===== config.mk =====
export PLATFORM = sky130hd
export DESIGN_NAME = qmna_normalize
export DESIGN_NICKNAME = d
export VERILOG_FILES = /design/src/hw/rtl/qmna_pkg.sv /design/src/hw/rtl/qmna_normalize.sv
export SDC_FILE = /design/constraint.sdc
export NUM_CORES = 2
export LEC_CHECK = 0
export BUFFER_PORTS_ARGS = -buffer_cell sky130_fd_sc_hd__clkbuf_2
export CAP_MARGIN = 25
export CORE_UTILIZATION = 30
export DETAILED_ROUTE_END_ITERATION = 6
export PLACE_DENSITY_LB_ADDON = 0.05
export SETUP_SLACK_MARGIN = 0.3
export SLEW_MARGIN = 5
export SYNTH_ARGS = -nofsm -noshare
export SYNTH_HDL_FRONTEND = slang
export SYNTH_SLANG_ARGS = --single-unit

===== constraint.sdc =====
create_clock -name clk -period 15.2 [get_ports clk]
set_input_delay 3.04 -clock clk [delete_from_list [all_inputs] [get_ports clk]]
set_output_delay 3.04 -clock clk [all_outputs]
set_load 0.005 [all_outputs]

===== src/hw/rtl/qmna_pkg.sv =====
// qmna_pkg: shared widths, request and status codes and link types of the
// quad mesh normal accumulator; depends on nothing

package qmna_pkg;

  localparam int MAX_VERTICES_DEF = 4096;

  localparam int REQ_W = 2;
  localparam int IDX_W = 13;
  localparam int POS_W = 24;
  localparam int NRM_W = 24;
  localparam int ST_W  = 2;
  localparam int DIF_W = 25;   // difference of two positions
  localparam int PRD_W = 50;   // product of two differences
  localparam int CRS_W = 51;   // cross product component
  localparam int NQ_W  = 16;   // unit normal component, Q2.14

  localparam logic [IDX_W-1:0] VC_RESET = 13'd4096;

  localparam logic [REQ_W-1:0] REQ_WRITE = 2'd0;
  localparam logic [REQ_W-1:0] REQ_FACE  = 2'd1;
  localparam logic [REQ_W-1:0] REQ_READ  = 2'd2;
  localparam logic [REQ_W-1:0] REQ_RSVD  = 2'd3;

  localparam logic [ST_W-1:0] ST_OK      = 2'd0;
  localparam logic [ST_W-1:0] ST_BAD_IDX = 2'd1;
  localparam logic [ST_W-1:0] ST_DEGEN   = 2'd2;
  localparam logic [ST_W-1:0] ST_SAT     = 2'd3;

  typedef struct packed {
    logic                    start;
    logic signed [CRS_W-1:0] cx;
    logic signed [CRS_W-1:0] cy;
    logic signed [CRS_W-1:0] cz;
  } norm_req_t;

  typedef struct packed {
    logic done;
    logic zero;
  } norm_stat_t;

endpackage


===== src/hw/rtl/qmna_normalize.sv =====
// qmna_normalize: scales a cross product to unit length in Q2.14 using an
// iterative range shift, shared squarer, bit-serial square root and divider
// depends on qmna_pkg

module qmna_normalize (
  input  logic                             clk,
  input  logic                             rst_n,
  input  qmna_pkg::norm_req_t              req,
  output qmna_pkg::norm_stat_t             stat,
  output logic signed [qmna_pkg::NQ_W-1:0] n_x,
  output logic signed [qmna_pkg::NQ_W-1:0] n_y,
  output logic signed [qmna_pkg::NQ_W-1:0] n_z
);
  import qmna_pkg::*;

  typedef enum logic [5:0] {
    N_IDLE  = 6'b000001,
    N_SHIFT = 6'b000010,
    N_SQ    = 6'b000100,
    N_SQRT  = 6'b001000,
    N_DIV   = 6'b010000,
    N_DONE  = 6'b100000
  } nstate_t;

  nstate_t                 nst_r;
  logic [CRS_W-1:0]        m_r [3];
  logic [2:0]              neg_r;
  logic [5:0]              step_r;
  logic [1:0]              k_r;
  logic [59:0]             prod_r;
  logic [61:0]             sq_r;
  logic [61:0]             rad_r;
  logic [62:0]             root_r;
  logic [62:0]             bit_r;
  logic [31:0]             mag_r;
  logic [32:0]             rem_r;
  logic [16:0]             dvd_r;
  logic [16:0]             quo_r;
  logic signed [NQ_W-1:0]  n_r [3];
  logic                    zero_r;

  logic [CRS_W-1:0] top01, top;
  logic [62:0]      sum_rb;
  logic             sq_ge;
  logic [32:0]      trial;
  logic             div_ge;
  logic [16:0]      q_fin;
  logic [15:0]      q_rnd;
  logic [CRS_W-1:0] abs_x, abs_y, abs_z;

  assign abs_x = req.cx[CRS_W-1] ? CRS_W'(-req.cx) : CRS_W'(req.cx);
  assign abs_y = req.cy[CRS_W-1] ? CRS_W'(-req.cy) : CRS_W'(req.cy);
  assign abs_z = req.cz[CRS_W-1] ? CRS_W'(-req.cz) : CRS_W'(req.cz);

  assign top01 = (m_r[0] > m_r[1]) ? m_r[0] : m_r[1];
  assign top   = (top01 > m_r[2]) ? top01 : m_r[2];

  // square root digit step
  assign sum_rb = root_r + bit_r;
  assign sq_ge  = {1'b0, rad_r} >= sum_rb;

  // restoring division step
  assign trial  = {rem_r[31:0], dvd_r[16]};
  assign div_ge = trial >= {1'b0, mag_r};
  assign q_fin  = {quo_r[15:0], div_ge};
  assign q_rnd  = 16'((18'(q_fin) + 18'd1) >> 1);

  always_ff @(posedge clk) begin
    if (!rst_n) begin
      nst_r  <= N_IDLE;
      zero_r <= 1'b0;
      step_r <= '0;
      k_r    <= '0;
    end else begin
      unique case (nst_r)
        N_IDLE: begin
          if (req.start) begin
            m_r[0] <= abs_x;
            m_r[1] <= abs_y;
            m_r[2] <= abs_z;
            neg_r  <= {req.cz[CRS_W-1], req.cy[CRS_W-1], req.cx[CRS_W-1]};
            zero_r <= (req.cx == '0) && (req.cy == '0) && (req.cz == '0);
            step_r <= '0;
            nst_r  <= ((req.cx == '0) && (req.cy == '0) && (req.cz == '0)) ?
                      N_DONE : N_SHIFT;
          end
        end
        N_SHIFT: begin
          // bring the largest magnitude into [2^29, 2^30)
          if (top[CRS_W-1:30] != '0) begin
            for (int i = 0; i < 3; i++) m_r[i] <= m_r[i] >> 1;
          end else if (!top[29]) begin
            for (int i = 0; i < 3; i++) m_r[i] <= m_r[i] << 1;
          end else begin
            step_r <= '0;
            sq_r   <= '0;
            nst_r  <= N_SQ;
          end
        end
        N_SQ: begin
          if (step_r < 6'd3) prod_r <= m_r[step_r[1:0]][29:0] * m_r[step_r[1:0]][29:0];
          if (step_r != 6'd0) sq_r <= sq_r + 62'(prod_r);
          if (step_r == 6'd3) begin
            rad_r  <= sq_r + 62'(prod_r);
            root_r <= '0;
            bit_r  <= {1'b1, 62'd0};
            step_r <= '0;
            nst_r  <= N_SQRT;
          end else begin
            step_r <= step_r + 6'd1;
          end
        end
        N_SQRT: begin
          if (sq_ge) begin
            rad_r  <= rad_r - sum_rb[61:0];
            root_r <= (root_r >> 1) + bit_r;
          end else begin
            root_r <= root_r >> 1;
          end
          bit_r <= bit_r >> 2;
          if (step_r == 6'd31) begin
            mag_r  <= sq_ge ? 32'((root_r >> 1) + bit_r) : 32'(root_r >> 1);
            k_r    <= '0;
            rem_r  <= 33'(m_r[0] >> 2);
            dvd_r  <= {m_r[0][1:0], 15'd0};
            quo_r  <= '0;
            step_r <= '0;
            nst_r  <= N_DIV;
          end else begin
            step_r <= step_r + 6'd1;
          end
        end
        N_DIV: begin
          // last step of a component reloads the divider for the next one
          if ((step_r == 6'd16) && (k_r != 2'd2)) begin
            rem_r <= 33'(m_r[k_r + 2'd1] >> 2);
            dvd_r <= {m_r[k_r + 2'd1][1:0], 15'd0};
            quo_r <= '0;
          end else begin
            rem_r <= div_ge ? trial - {1'b0, mag_r} : trial;
            dvd_r <= dvd_r << 1;
            quo_r <= q_fin;
          end
          if (step_r == 6'd16) begin
            n_r[k_r] <= neg_r[k_r] ? -NQ_W'(signed'({1'b0, q_rnd[14:0]})) - 
                        NQ_W'(signed'({q_rnd[15], 15'd0})) :
                        signed'(q_rnd);
            step_r <= '0;
            if (k_r == 2'd2) begin
              nst_r <= N_DONE;
            end else begin
              k_r <= k_r + 2'd1;
            end
          end else begin
            step_r <= step_r + 6'd1;
          end
        end
        N_DONE: begin
          nst_r <= N_IDLE;
        end
        default: nst_r <= N_IDLE;
      endcase
    end
  end

  assign stat.done = (nst_r == N_DONE);
  assign stat.zero = zero_r;
  assign n_x = n_r[0];
  assign n_y = n_r[1];
  assign n_z = n_r[2];

endmodule


==> key figures <==
Run status
  • Violated checks: DRC
  • Status: complete, but fails checks

Synth
  • Mapped Area: 70,500 µm²
  • Asr flop ratio synth: 0%
  • Distinct cells, synth: 89
  • Leading area contributor after synthesis: edfxtp_1
  • Post-synth EDFFs: 564
  • Post-Syn Instances: 7,828
  • Synth top area share: 24.0%
  • Leading cell types by count after synthesis: inv_1, nand2_1, fa_1
  • Syn nets: 9,283
  • Most numerous cell in the Yosys netlist: inv_1
  • Synth warn: 0
  • Ys flop type: edfxtp_1
  • Synth Area per Inst: 9.00 µm²
  • Post-synthesis sequential area ratio: 24.5%
  • Synthesized flop and latch total: 581
  • Top post-synthesis cells by area: edfxtp_1, fa_1, ha_1, inv_1, nand2_1

STA
  • Fin crit share: 72.7%
  • Clk_skew: 0.0510 ns
  • Relative slew slack: 24.6%
  • Slew @ Worst Pin: 1.12 ns
  • Slew Limit Fails: 0
  • RSZ-0062 raised after global routing: no
  • Final setup vio count: 0
  • Setup TNS: 0 ns
  • Minimum clock period: 11.05 ns
  • Final hold vios: 0
  • Max Fclk: 0.0905 GHz

Die
  • Die Width: 487 µm
  • DIE HEIGHT: 487 µm
  • DIE AREA: 237,000 µm²
  • Rows: 177
  • Initial Util: 30.2%
  • Floorplan core area: 233,000 µm²
  • I/O pin total: 206

GRT
  • Congestion Overflow GR: 0
  • Vias in the first global route: 56,900
  • Total Routing Usage GR: 21.0%
  • Initial antenna violation count: 35
  • Largest net degree at the start of global routing: 236
  • First-pass GRT wire length: 373 mm

Clock network
  • CTS tree: yes
  • Clk_lat worst skew: 0.70 ns
  • H-tree level count: 3
  • Root Driver: clkbuf_16
  • CTS buffer count: 78
  • Count of cells resized by post-cts repair: 0
  • Clk sink count: 581
  • CTS clk-pin slew, worst paths: 0.07 ns
  • Number of setup buffers added after CTS: 0
  • Hold buffer count at CTS: 0
  • Worst-case clock buffer depth: 3

Routing
  • Via Count: 55,500
  • Initial DRC Count: 4,040
  • Drc violations: 2
  • DRT Pass-1 Iters: 7
  • Post-detailed-route count of antenna-violating nets: 0
  • Total wire length: 250 mm
  • Via-to-Cell Ratio: 5.00
  • WL per Instance: 22.5 µm

Worst setup path
  • Crit path DAT: 11.50 ns
  • Critical Path RT: 15.64 ns
  • Critical Path Start Type: flip-flop
  • Setup crit end kind: flip-flop
  • Crit-path slowest cell: clkinv_1
  • Delay-heaviest family, CP: adder cells
  • Max FO, Critical Path: 17
  • Max incr delay on CP: 0.89 ns
  • Setup CP Type: reg2reg
  • Most used cell along the critical path: fa_1
  • WP buf/inv: 7

Layout
  • Area growth from synthesis to layout: 10.4%
  • Cell area after layout: 77,800 µm²
  • Layout cell share with drive strength beyond 1: 7.32%
  • Layout Nets: 9,355
  • Fin cells: 11,100

Place
  • Placed inst area: 75,100 µm²
  • Dpl cells: 10,900
  • Port buffer count: 205
  • DPL Wire Length: 197 mm
  • Routability cong.: 0.861

Hold path
  • Worst Hold Class: reg2reg

Run
  • # Max-Cap Violations: 0
-- per-stage QoR --
step                      utilization [%]  hold WS, ns  setup WS, ns
after floorplan                         -        0.462          2.03
after global placement               32.2        0.491          4.40
after detailed placement             32.3        0.507          4.19
after CTS                            33.4        0.516          4.11
after global routing                 33.4        0.566          3.61
final                                33.4        0.512          4.15
-- area by class of cell --
type | count | area [µm²]
flip-flops and latches | 581 | 17300
multi-input cells | 5770 | 47800
well taps | 3132 | 3920
repair buffers | 312 | 1850
diodes | 7 | 17.5
inverters | 1157 | 4340
fillers | 24500 | 155000
clock buffers | 98 | 2080
clock inverters | 46 | 526
-- layer usage --
layer / vias up / routed length (µm) / track usage (%)
met5: - / 140 / 0
met4: 20 / 5300 / 4.37
met3: 215 / 12400 / 3.40
met2: 1141 / 109000 / 32.3
met1: 27500 / 123000 / 30.8
li1: 26700 / - / -
-- flip-flops by register name, summed over array words and instances, names as in the netlist, named ones only --
signal,flops
m_r,153
root_r,63
rad_r,62
sq_r,62
prod_r,59
n_r,48
bit_r,32
mag_r,32
rem_r,32
quo_r,16
nst_r,6
step_r,6
neg_r,3
dvd_r,2
k_r,2
zero_r,1
-- cells in the final DEF (no fill, tap or decap), drive strengths merged, types with 26 or more instances in the layout --
cell type	Yosys	routed
a211oi	45	45
a21boi	27	27
a21o	194	194
a21oi	309	309
a31oi	83	83
and2	110	110
and3	61	61
buf	49	104
clkbuf	271	306
clkinv	12	42
edfxtp	564	564
fa	703	703
ha	596	596
inv	1145	1147
mux2	64	64
mux2i	76	76
nand2	891	891
nand2b	44	44
nand3	116	116
nand4	88	88
nor2	536	536
nor2b	54	54
nor3	62	62
nor4	39	39
o211ai	36	36
o21a	53	53
o21ai	674	674
o21bai	49	49
o31ai	69	69
or3	46	46
or4	26	26
xnor2	207	207
xor2	283	283
-- path summary, 6_finish.rpt --
| path | slack, ns | depth (start not counted) | end | startpoint |
|---|---|---|---|---|
| max reg2reg | 4.15 | 33 | prod_r[58] | flip-flop |
| max | 4.15 | 33 | prod_r[58] | flip-flop |
| min reg2reg | 0.51 | 1 | step_r[3] | step_r[3] |
| min | 0.51 | 1 | step_r[3] | step_r[3] |
-- worst register-to-register path, delay by kind of cell (launching register included) --
kind / cells / cell delay (ns)
fa+ha+maj: 9 / 4.20
compound gates: 13 / 2.83
buf+inv: 7 / 1.92
simple gates: 2 / 0.96
flops: 1 / 0.65
mux: 1 / 0.14
xor+xnor: 1 / 0.12
-- kinds of logic (layout without fill, tap and decap cells) --
| kind of cell | count (synthesis) | after routing | share of synthesized area [%] |
|---|---|---|---|
| AO/OA/AOI/OAI | 1703 | 1703 | 14.9 |
| XOR/XNOR | 490 | 490 | 6.12 |
| adder cells (fa/ha/maj) | 1299 | 1299 | 30.6 |
| buffers and inverters | 1477 | 1613 | 7.94 |
| flip-flops | 581 | 581 | 24.5 |
| multiplexers | 140 | 140 | 2.10 |
| other | 0 | 7 | 0 |
| AND/OR/NAND/NOR | 2138 | 2138 | 13.8 |
Power is not shown: default switching activity piles up to over one toggle a cycle in this logic, so the estimate is an artifact.
